File: config.mk
export PLATFORM = sky130hd
export DESIGN_NAME = cht_hash
export DESIGN_NICKNAME = d
export VERILOG_FILES = /design/src/sv/cht_pkg.sv /design/src/sv/cht_hash.sv
export SDC_FILE = /design/constraint.sdc
export NUM_CORES = 1
export LEC_CHECK = 0
export BUFFER_PORTS_ARGS = -buffer_cell sky130_fd_sc_hd__buf_4
export CORE_MARGIN = 2
export CORE_UTILIZATION = 43
export CTS_CLUSTER_DIAMETER = 100
export DETAILED_ROUTE_END_ITERATION = 10
export HOLD_SLACK_MARGIN = 0.1
export PLACE_DENSITY = 0.81
export SETUP_SLACK_MARGIN = 0.15
export SLEW_MARGIN = 20
export SYNTH_ARGS = -nofsm -noshare
export SYNTH_HDL_FRONTEND = slang
export SYNTH_SLANG_ARGS = --single-unit
File: constraint.sdc
create_clock -name clk_i -period 0.8 [get_ports clk_i]
set_input_delay 0.08 -clock clk_i [delete_from_list [all_inputs] [get_ports clk_i]]
set_output_delay 0.08 -clock clk_i [all_outputs]
set_load 0.02 [all_outputs]
File: src/sv/cht_pkg.sv
// shared types, codes and the letter map of the hash table core
package cht_pkg;

  typedef enum logic [1:0] {
    OP_ADD    = 2'd0,
    OP_REMOVE = 2'd1,
    OP_FIND   = 2'd2,
    OP_NOP    = 2'd3
  } op_e;

  typedef enum logic [1:0] {
    ST_OK      = 2'd0,
    ST_DUP     = 2'd1,
    ST_MISSING = 2'd2,
    ST_FULL    = 2'd3
  } status_e;

  typedef enum logic [4:0] {
    S_CLEAR,
    S_IDLE,
    S_HASH,
    S_DUP,
    S_WALK_RD,
    S_WALK,
    S_PROBE,
    S_LINK,
    S_R1,
    S_R1A_RD,
    S_R1A,
    S_CLRNX,
    S_RP,
    S_RN_RD,
    S_RN,
    S_CLRS,
    S_DONE
  } state_e;

  localparam int unsigned RADIX  = 33;
  localparam int unsigned HASH_W = 16;

  // cp1251 letter to alphabet position, 0 for anything else
  function automatic logic [5:0] letter_pos(logic [7:0] b);
    logic [7:0] off;
    off = 8'd0;
    if (b == 8'hB8 || b == 8'hA8) begin
      return 6'd7;
    end
    if (b >= 8'hE0) begin
      off = b - 8'hE0;
    end else if (b >= 8'hC0) begin
      off = b - 8'hC0;
    end else begin
      return 6'd0;
    end
    return (off < 8'd6) ? 6'(off + 8'd1) : 6'(off + 8'd2);
  endfunction

endpackage

File: src/sv/cht_hash.sv
// home slot unit: letter map, base-33 value, remainder by table size through a reciprocal
module cht_hash #(
  parameter int unsigned TABLE_SIZE = 32,
  parameter int unsigned KEY_BYTES  = 8
) (
  input  logic                          clk_i,
  input  logic                          rst_ni,
  input  logic                          start_i,
  input  logic [63:0]                   key_i,
  output logic                          done_o,
  output logic [$clog2(TABLE_SIZE)-1:0] home_o
);

  localparam int unsigned IW = $clog2(TABLE_SIZE);
  localparam int unsigned HW = cht_pkg::HASH_W;
  // scaled reciprocal, gives the exact quotient for every base-33 value
  localparam logic [32:0] RECIP = 33'((64'd1 << 32) / 64'(TABLE_SIZE) + 64'd1);

  logic [5:0]    c0, c1, c2;
  logic [HW-1:0] hval;
  logic [HW+32:0] prod;
  logic [HW-1:0] rem_full;
  logic [HW-1:0] hval_q, hval2_q, quo_q;
  logic [IW-1:0] rem_q;
  logic          v1_q, v2_q, done_q;

  assign c0 = cht_pkg::letter_pos(key_i[8*(KEY_BYTES-1) +: 8]);
  assign c1 = cht_pkg::letter_pos(key_i[8*(KEY_BYTES-2) +: 8]);
  assign c2 = cht_pkg::letter_pos(key_i[8*(KEY_BYTES-3) +: 8]);
  assign hval = HW'(c0) * HW'(cht_pkg::RADIX * cht_pkg::RADIX)
              + HW'(c1) * HW'(cht_pkg::RADIX) + HW'(c2);

  // quotient in the second stage, remainder in the third
  assign prod     = (HW+33)'(hval_q) * (HW+33)'(RECIP);
  assign rem_full = hval2_q - HW'(quo_q * HW'(TABLE_SIZE));

  always_ff @(posedge clk_i or negedge rst_ni) begin
    if (!rst_ni) begin
      v1_q   <= 1'b0;
      v2_q   <= 1'b0;
      done_q <= 1'b0;
    end else begin
      v1_q   <= start_i;
      v2_q   <= v1_q;
      done_q <= v2_q;
    end
  end

  always_ff @(posedge clk_i) begin
    if (start_i) begin
      hval_q <= hval;
    end
    hval2_q <= hval_q;
    quo_q   <= prod[32 +: HW];
    rem_q   <= rem_full[IW-1:0];
  end

  assign done_o = done_q;
  assign home_o = rem_q;

endmodule

## Word-level counts from Yosys, hierarchy flattened

Cells that the tools add are included.

- Flip-flop bits (word level): 29
- Bits in latches: 0
- RAM bits: 0
- Memory bits (read-only): 0
- Input port bits: 67
- Output and inout bits: 6
- Logic and storage cells: 80
- Memories kept: 0

- $add $sub $neg: 15
- Multipliers: 2
- Div/mod/pow operators: 0
- $lt $le $gt $ge: 9
- Eq/ne operators: 6
- Shifts and indexed selects: 0
- Muxes and demuxes: 39
- Bitwise gates (word level): 0
- Reductions and logical operators: 3

Operators by type and width:

| operator | number |
|---|---|
| two-way mux 6 bit | 18 |
| two-way mux 8 bit | 9 |
| equality test 8 bit (second input constant) | 6 |
| greater-or-equal comparator 8 bit (second input constant) | 6 |
| subtractor 8 bit (second input constant) | 6 |
| < comparator 8 x 3 -> 1 bit (second input constant) | 3 |
| adder 6 x 1 -> 6 bit (second input constant) | 3 |
| adder 6 x 2 -> 6 bit (second input constant) | 3 |
| adder 16 x 12 -> 16 bit | 1 |
| adder 16 x 6 -> 16 bit | 1 |
| multiplier 6 x 11 -> 16 bit (second input constant) | 1 |
| multiplier 6 x 6 -> 12 bit (second input constant) | 1 |
| two-way mux 1 bit | 12 |
| subtractor 5 x 1 -> 5 bit (second input constant) | 1 |
| logical OR 1 bit | 3 |

## Logic depth before layout (Yosys ltp)

Gate-level depths: netlist of run 1.

- Depth in word-level cells: 11
- Depth in mapped cells: 19

## Worst setup path after synthesis of run 1

OpenSTA, ideal clock, no wires.

- Path kind: input -> register
- From: input port key_i[45]
- To: register hval_q[4] (data pin)
- Setup time: 260 ps
- Arrival: 4,010 ps
- Required time: 540 ps
- Slack: -3,470 ps
- Stages on the path: 17
- Path buffers: 0
- Cells stage by stage: ha_1 -> nand2b_1 -> o22ai_2 -> a31oi_2 -> or4_1 -> o311ai_1 -> ha_1 -> ha_1 -> ha_1 -> fa_1 -> ha_1 -> fa_1 -> xnor2_1 -> xnor2_1 -> xnor2_1 -> xnor2_1 -> xnor2_1

- Word-level cells in the longest chain between the ends: 9
- Elaborated cells on any way between the ends: 23
- Classes of those cells: 5 x add/sub; 3 x order compare; 2 x eq/ne; 12 x mux; 1 x reduce/logical

RTL lines:

| element | line | source |
|---|---|---|
| start, declared | cht_hash.sv:9 | `input logic [63:0] key_i,` |
| subtractor 8 bit or greater-or-equal comparator 8 bit (tied branches) | cht_pkg.sv:51, cht_pkg.sv:50 |  |
| two-way mux 8 bit | cht_pkg.sv:50 | `end else if (b >= 8'hC0) begin` |
| two-way mux 8 bit (2 in a row) | cht_pkg.sv:48 | `if (b >= 8'hE0) begin` |
| < comparator 8 x 3 -> 1 bit, or another cell as far along | cht_pkg.sv:55 | `return (off < 8'd6) ? 6'(off + 8'd1) : 6'(off + 8'd2);` |
| two-way mux 6 bit (2 in a row) | cht_pkg.sv:55 |  |
| two-way mux 6 bit (*) | cht_pkg.sv:48 |  |
| adder 16 x 6 -> 16 bit (*) | cht_hash.sv:31 | `+ HW'(c1) * HW'(cht_pkg::RADIX) + HW'(c2);` |
| net hval[4] | cht_hash.sv:20 | `logic [HW-1:0] hval;` |
| end signal, assigned | cht_hash.sv:51 | `hval_q <= hval;` |
| end, declared | cht_hash.sv:23 | `logic [HW-1:0] hval_q, hval2_q, quo_q;` |

Mark *: on every way through the listed nets, which the timed path passes. The rest lies on a longest branch. The select of a mux whose other input is x is not followed.
A chain may end at the register's enable or synchronous reset.

## Worst setup path in the final report of run 1

- From: input port key_i[46]
- To: register hval_q[4] (data pin)

Same word-level chain as after synthesis.

==> impl_metrics.tcl, run 1 <==
set metrics [dict create \
    drt.antenna.violating_nets 0 \
    final_cells 302 \
    synth.distinct_cells 47 \
    syn_nets 263 \
    crit_buf_inv 1 \
    layout_commonest_cell "buf_4" \
    max-slew-margin-rel 0.761 \
    initialDrtViolationCount 65 \
    cts_tree "built" \
    final_cell_mix "buf_4 (72), ha_1 (16), ha_4 (13)" \
    drt_wl_total_um 4150 \
    rsz0062_at_grt "yes" \
    grt_use_total 0.185 \
    required_ns 0.80 \
    final_hold_viol_count 1 \
    crit_arrival_ns 3.91 \
    drive_gt1_frac 0.524 \
    peakVddDrop_mv 0.725 \
    timing.final.ws_setup_ns -3.10 \
    fmaxAchievable_mhz 256 \
    critical-path-top-delay-family "adder cells" \
    min_period_over_period 4.88 \
    numClockSinks 18 \
    power_density_nw_per_um2 1040 \
    grt_max_degree 11 \
    start_kind "input pin" \
    first_global_vias 1529 \
    status "finished with violations" \
    crit_chain "buf_8, ha_4, xor2_4, o22ai_4, a31oi_4, or4_4, o311ai_4, ha_1, ha_4, ha_4, fa_1, ha_4, fa_2, xnor2_2, xnor2_1, xnor2_1, xnor2_1, xnor2_1" \
    yosysWarnings 0 \
    via_count 1580 \
    setup.worst_path.end_class "flip-flop" \
    hp-class "input pin to flip-flop" \
    core_area_sq_um 3630 \
    holdBufCountCts 1 \
    die-area_sq_um 4280 \
    root_buffer "clkbuf_8" \
    diodes 0 \
    min_period_ns 3.90 \
    slew_viol_final 0 \
    gp_congestion 0.878 \
    cts_buffers 3 \
    numPortBuffers 32 \
    pin_count 73 \
    worst-slew-pin-transition_ns 0.354 \
    core.rowCount 22 \
    slowest_delay_ns 0.48 \
    avgSynthCellArea_sq_um 9.90 \
    path_clk_slew_ns 0.06 \
    placed_cells_incl_taps 294 \
    hpwl_um 3070 \
    clock_path_buffers 2 \
    viasPerCell 5.23 \
    wire_per_inst_um 13.7 \
    grt_antenna_before_repair 0 \
    overflow 0 \
    critical_path_class "input pin to flip-flop" \
    fin_hold_ws_ns -0.00675 \
    synthFlopType "dfxtp_1" \
    synth-edff-count 5 \
    drt_first_pass_iters 4 \
    areaGrowthSynthToFinish_pct 70.2 \
    dieHeight_um 65.4 \
    leakage_nw 1.29 \
    h-tree-depth 1 \
    critical_path.max_fanout 4 \
    cp_slowest_cell "fa_1" \
    drc 0 \
    ys_seq_area_frac 0.262 \
    skew_ns 0.000602 \
    final_util 0.760 \
    drv_cap 0 \
    start_util 0.447 \
    final_nets 354 \
    insertion_delay_ns 0.25 \
    die_x_um 65.4 \
    ys_async_sr_fraction 0.167 \
    synthCells 164 \
    violations "hold timing, setup timing" \
    setup_tns_ns -10.43 \
    grt_pass1_wl_um 6350 \
    synth_seq_cells 18 \
    synthesis.area_sq_um 1620 \
    setup_violations 6 \
]
path summary, 6_finish.rpt:
path	depth (start not counted)	slack, ns	start	end
min in group asynchronous	2	0.15	rst_ni	v1_q
hold reg to reg	0	0.33	hval2_q[1]	home_o[1]
hold / removal	1	-0.007	start_i	v1_q
max in group asynchronous	2	0.56	rst_ni	done_o
setup / recovery	18	-3.10	key_i[46]	hval_q[4]
setup reg to reg	0	0.31	hval_q[3]	hval2_q[3]
cell usage after synthesis (2+ instances only):
master | number | share of area
ha_1 | 29 | 0.22
inv_1 | 12 | 0.028
xnor2_1 | 12 | 0.065
dfxtp_1 | 10 | 0.12
and2_1 | 9 | 0.035
nand2_1 | 6 | 0.014
edfxtp_1 | 5 | 0.093
nand4_1 | 5 | 0.019
nor2_1 | 5 | 0.012
and3_1 | 4 | 0.015
nand3_1 | 4 | 0.012
nor3_1 | 4 | 0.012
xor2_1 | 4 | 0.022
dfrtp_1 | 3 | 0.046
fa_1 | 3 | 0.037
nand2b_1 | 3 | 0.012
nor2b_1 | 3 | 0.012
o21ai_0 | 3 | 0.0092
or4_1 | 3 | 0.014
a211o_1 | 2 | 0.011
a21oi_1 | 2 | 0.0062
a41oi_1 | 2 | 0.011
nand3b_1 | 2 | 0.0092
o211ai_1 | 2 | 0.0092
o21a_1 | 2 | 0.0092
o311ai_0 | 2 | 0.011
o31a_1 | 2 | 0.011
o31ai_1 | 2 | 0.0092
layer usage:
metal  GRT usage  wire (um)  vias up  share of wire
met1       0.224       1750      746           0.42
met3      0.0257        119        8          0.029
li1            -          -      792              -
met2       0.337       2200       34           0.53
met4      0.0573         79        0          0.019
met5           0          0        -              0
timing repair:
action / in CTS / in global routing
resized for setup: 20 / 34
setup endpoints to repair: 11 / 11
endpoints found under the hold margin: 9 / 6
pin swaps: 12 / 8
gates cloned: 0 / 0
setup buffers: 1 / 2
power by group:
part           internal, mW  leakage, nW  switching, mW  total, mW
clock                 0.341       0.0231          0.286      0.627
combinational         0.623         1.10          0.505       1.13
sequential             1.08        0.168         0.0329       1.12
total                  2.05         1.29          0.824       2.87
registers in the layout, indices dropped and copies added, names as in the netlist:
register / count
hval_q: 5
home_o: 5
hval2_q: 5
v2_q: 1
done_o: 1
v1_q: 1
logic make-up after synthesis:
kind of cell	count (synthesis)	synth area share
fa+ha+maj	32	0.261
simple gates	55	0.208
compound gates	29	0.142
xor+xnor	16	0.0864
mux	2	0.0131
flops	18	0.262
buf+inv	12	0.0278
area by class of cell:
| type | count | area [sq um] |
|---|---|---|
| clock buffers | 3 | 41.3 |
| clock inverters | 1 | 3.75 |
| fillers | 241 | 872 |
| inverters | 12 | 47.5 |
| multi-input cells | 134 | 1470 |
| flip-flops and latches | 18 | 432 |
| well taps | 48 | 60.1 |
| repair buffers | 86 | 704 |
per-stage QoR:
stage | setup WS (ns) | area [sq um] | power (mW)
global placement | -3.35 | 2400 | 2.00
global route | -3.26 | 2760 | 3.03
finish | -3.10 | 2760 | 2.87
floorplan | -3.15 | 1730 | 1.54
CTS | -3.05 | 2550 | 2.73
detailed placement | -3.44 | 2400 | 2.03
No activity file was read; power rests on OpenSTA's default activity.
==> inputs of run 2 (changes only) <==
- ABC_AREA: not set -> 1
- PLACE_DENSITY: 0.81 -> 0.8
==> impl_metrics.tcl, run 2 <==
set metrics [dict create \
    synthesis.area_sq_um 1700 \
    grt_max_degree 11 \
    avgSynthCellArea_sq_um 7.37 \
    skew_ns 0.000781 \
    muxShareOfSynthArea 0 \
    holdBufCountCts 1 \
    min_period_ns 3.86 \
    r2r_start "hval_q[3]" \
    ys_seq_area_frac 0.250 \
    ys_async_sr_fraction 0.167 \
    gp_congestion 0.840 \
    synth-compound-area-share 0.0463 \
    drt.antenna.violating_nets 0 \
    die_x_um 66.9 \
    drt_first_pass_iters 4 \
    setup_violations 6 \
    cts_tree "built" \
    core.rowCount 22 \
    dieHeight_um 66.9 \
    drive_gt1_frac 0.460 \
    cts_buffers 3 \
    via_count 1860 \
    slew_viol_final 0 \
    syn_nets 330 \
    hpwl_um 3450 \
    fmaxAchievable_mhz 259 \
    worst-slew-pin-transition_ns 0.355 \
    max-slew-margin-rel 0.761 \
    numPortBuffers 32 \
    synth-edff-count 5 \
    layout_commonest_cell "buf_4" \
    timing.final.ws_setup_ns -3.06 \
    yosysTopAreaCell "ha_1" \
    root_buffer "clkbuf_8" \
    clock_path_buffers 2 \
    yosys-top-cells-area "ha_1 (21%), nand2_1 (14%), dfxtp_1 (12%), edfxtp_1 (8.8%), inv_1 (7.5%)" \
    areaGrowthSynthToFinish_pct 68.8 \
    grt_antenna_before_repair 0 \
    critical_path.max_fanout 5 \
    cp_slowest_cell "fa_1" \
    pin_count 73 \
    violations "setup timing" \
    diodes 0 \
    power_density_nw_per_um2 1030 \
    first_global_vias 1799 \
    final_hold_viol_count 0 \
    peakVddDrop_mv 0.544 \
    rsz0062_at_grt "yes" \
    required_ns 0.81 \
    drv_cap 0 \
    synthSimpleGateAreaFrac 0.335 \
    placed_cell_area_sq_um 2530 \
    p_total_mw 2.97 \
    min-delay-start "start_i" \
    final_nets 428 \
    synth_top_area_frac 0.213 \
    numClockSinks 18 \
    overflow 0 \
    start_util 0.455 \
    met2_length_um 2590 \
    synth.distinct_cells 26 \
    status "finished with violations" \
    setup.worst_path.end_class "flip-flop" \
    slowest_delay_ns 0.49 \
    final_cells 376 \
    drt_wl_total_um 4760 \
    path_clk_slew_ns 0.06 \
    crit_start "key_i[61]" \
    synth_fa_ha_area_frac 0.248 \
    insertion_delay_ns 0.24 \
    leakage_nw 1.46 \
    synthXorXnorAreaFrac 0.0411 \
    yosysWarnings 0 \
    placed_cells_incl_taps 362 \
    synthFlopType "dfxtp_1" \
    critical_path_class "input pin to flip-flop" \
    viasPerCell 4.95 \
    met1Wirelength_um 1970 \
    start_kind "input pin" \
    wire_per_inst_um 12.7 \
    grt_use_total 0.219 \
    h-tree-depth 1 \
    yosysMostFrequentCell "nand2_1" \
    synth_common_cells "nand2_1 (65), inv_1 (34), ha_1 (29), nand3_1 (23), nor2_1 (12)" \
    hp-class "input pin to flip-flop" \
    die-area_sq_um 4480 \
    highest_layer "met4" \
    final_cell_mix "buf_4 (80), nand2_1 (56), inv_1 (30)" \
    core_area_sq_um 3740 \
    synthCells 231 \
    grt_pass1_wl_um 7540 \
    initialDrtViolationCount 82 \
    min_period_over_period 4.83 \
    crit_buf_inv 11 \
    drc 0 \
    synth_seq_cells 18 \
    met3_length_um 166 \
    cp_common_cell "nand2_1" \
    synth_top_family_by_area "simple AND/OR/NAND/NOR gates" \
    final_cell_area_sq_um 2870 \
    crit_arrival_ns 3.87 \
    critical-path-top-delay-family "adder cells" \
]
-- run 2: layout make-up --
class | count | area (sq um)
Clock buffer | 3 | 41.3
Tap cell | 48 | 60.1
Sequential cell | 18 | 432
Timing Repair Buffer | 93 | 754
Clock inverter | 1 | 3.75
Fill cell | 277 | 870
Inverter | 36 | 148
Multi-Input combinational cell | 177 | 1440
-- run 2: kinds of logic after synthesis --
kind of cell	after synthesis
fa+ha+maj	32
xor+xnor	8
simple gates	125
flops	18
buf+inv	36
compound gates	12
-- run 2: power breakdown --
group	internal, mW	total [mW]	leakage (nW)	switching (mW)
registers	1.08	1.12	0.168	0.0357
clock network	0.340	0.607	0.0231	0.267
logic	0.648	1.24	1.27	0.592
-- run 2: worst paths after layout --
path	slack, ns	to	depth (start not counted)
worst max register to register	0.31	hval2_q[3]	0
max in group asynchronous	0.54	v2_q	2
min in group asynchronous	0.17	done_o	2
worst min register to register	0.33	home_o[3]	0
worst max-delay path	-3.06	hval_q[4]	34
worst min-delay path	0.003	v1_q	1
-- run 2: timing repair --
action	in CTS	in global routing
resized for setup	35	12
pin swaps	26	14
setup endpoints to repair	11	11
setup buffers	5	4
hold endpoints to repair	9	6
-- run 2: per-stage QoR --
| stage | setup WS [ns] | util | hold slack (ns) | setup TNS (ns) |
|---|---|---|---|---|
| 5_1_grt | -3.32 | 0.768 | -0.00433 | -10.95 |
| 3_3_place_gp | -3.23 | 0.676 | -0.130 | -11.31 |
| 4_1_cts | -2.96 | 0.743 | -0.00244 | -9.96 |
| 2_1_floorplan | -3.00 | - | -0.216 | -10.12 |
| 6_report | -3.06 | 0.768 | 0.00289 | -10.33 |
| 3_5_place_dp | -3.36 | 0.676 | -0.128 | -11.67 |
-- run 2: metal layers --
layer | up-vias | global-route usage
met5 | - | 0
met4 | 0 | 0.0281
met3 | 4 | 0.0253
met2 | 47 | 0.439
met1 | 850 | 0.250
li1 | 959 | -
==> inputs of run 3 (changes only) <==
==> constraint.sdc (replaced) <==
create_clock -name clk_i -period 0.8 [get_ports clk_i]
set_input_delay 0.12 -clock clk_i [delete_from_list [all_inputs] [get_ports clk_i]]
set_output_delay 0.12 -clock clk_i [all_outputs]
set_load 0.02 [all_outputs]
==> impl_metrics.tcl, run 3 (same netlist as run 2, synthesis figures left out) <==
set metrics [dict create \
    multi_input_area_sq_um 1390 \
    grt_pass1_wl_um 7110 \
    crit_arrival_ns 3.84 \
    max-slew-margin-rel 0.773 \
    setup_violations 8 \
    min_period_ns 3.83 \
    cts_buffers 3 \
    worst-slew-pin-transition_ns 0.338 \
    gp_congestion 0.860 \
    slew_viol_final 0 \
    drc 0 \
    ff_latch_area_sq_um 432 \
    core_area_sq_um 3740 \
    final_cell_mix "buf_4 (79), nand2_1 (58), inv_1 (29)" \
    clock_path_buffers 2 \
    hpwl_um 3420 \
    drv_cap 0 \
    fmaxAchievable_mhz 261 \
    fill_cells 287 \
    drt.antenna.violating_nets 0 \
    root_buffer "clkbuf_8" \
    areaGrowthSynthToFinish_pct 63.8 \
    diodes 0 \
    setup_tns_ns -10.31 \
    power_density_nw_per_um2 1040 \
    h-tree-depth 1 \
    viasPerCell 4.99 \
    drt_first_pass_iters 4 \
    cp_common_cell "nand2_1" \
    cp_slowest_cell "fa_1" \
    status "finished with violations" \
    leakage_nw 1.44 \
    die-area_sq_um 4480 \
    setup.worst_path.end_class "flip-flop" \
    wire_per_inst_um 12.0 \
    drive_gt1_frac 0.441 \
    path_clk_slew_ns 0.06 \
    start_util 0.455 \
    drt_wl_total_um 4450 \
    final_nets 424 \
    insertion_delay_ns 0.24 \
    hp-class "input pin to flip-flop" \
    dpl_worst_slack_ns -3.41 \
    cts_tree "built" \
    skew_ns 0.000660 \
    required_ns 0.81 \
    pin_count 73 \
    grt_max_degree 11 \
    dieHeight_um 66.9 \
    peakVddDrop_mv 0.534 \
    violations "setup timing" \
    slowest_delay_ns 0.41 \
    critical_path_class "input pin to flip-flop" \
    rsz0062_at_grt "yes" \
    grt_use_total 0.205 \
    initialDrtViolationCount 60 \
    first_global_vias 1750 \
    layout_commonest_cell "buf_4" \
    final_hold_viol_count 0 \
    grt_antenna_before_repair 0 \
    core.rowCount 22 \
    numPortBuffers 32 \
    die_x_um 66.9 \
    numClockSinks 18 \
    critical_path.max_fanout 4 \
    timing.final.ws_setup_ns -3.03 \
    via_count 1855 \
    holdBufCountCts 1 \
    overflow 0 \
    min_period_over_period 4.79 \
    start_kind "input pin" \
]
==> run 3: cell type report <==
type                       count  area share
sequential                    18       0.155
clock buffer                   3      0.0148
inverter                      36      0.0538
timing repair buffer          89       0.257
clock inverter                 1     0.00135
multi-input combinational    177       0.497
tap                           48      0.0215
==> run 3: timing repair <==
item                                    CTS  global route
pin swaps                                17            17
endpoints found under the hold margin     4             1
setup buffers                             4             1
endpoints found under the setup margin   11            11
resized for setup                        26            13
==> run 3: power breakdown <==
group	total, mW	switching (mW)	internal, mW
Clock	0.608	0.268	0.340
Sequential	1.12	0.0361	1.08
Combinational	1.16	0.559	0.605
Total	2.89	0.863	2.03
==> run 3: routing by layer <==
layer  routed length (um)  track usage  vias up
li1                     -            -      949
met1                 1880        0.236      851
met2                 2370        0.398       47
met3                  155       0.0253        8
met4                   47       0.0459        0
met5                    0            0        -
==> run 3: through the flow <==
| stage | util | power (mW) | cells | hold slack, ns | instance area [sq um] |
|---|---|---|---|---|---|
| finish | 0.745 | 2.89 | 372 | 0.0405 | 2790 |
| global route | 0.745 | 3.07 | 372 | 0.0341 | 2790 |
| CTS | 0.731 | 2.86 | 371 | 0.0375 | 2740 |
| detailed placement | 0.676 | 2.13 | 362 | -0.0879 | 2530 |
| global placement | 0.676 | 2.09 | 362 | -0.0898 | 2530 |
| floorplan | - | 1.61 | 231 | -0.176 | 1850 |
==> run 3: path summary, 6_finish.rpt <==
| check | startpoint | to | slack (ns) | cells after the start |
|---|---|---|---|---|
| min reg2reg | hval2_q[3] | home_o[3] | 0.33 | 0 |
| max | key_i[61] | hval_q[4] | -3.03 | 30 |
| min | start_i | v1_q | 0.04 | 1 |
| max reg2reg | hval_q[3] | hval2_q[3] | 0.31 | 0 |
| min in group asynchronous | rst_ni | v1_q | 0.21 | 2 |
| max in group asynchronous | rst_ni | v2_q | 0.50 | 2 |
==> run 3: worst max-delay path, delay by kind of cell <==
family / cells / cell delay, ns
adder cells (fa/ha/maj): 8 / 1.94
AND/OR/NAND/NOR: 15 / 1.09
AO/OA/AOI/OAI: 1 / 0.18
XOR/XNOR: 1 / 0.16
buffers and inverters: 5 / 0.32
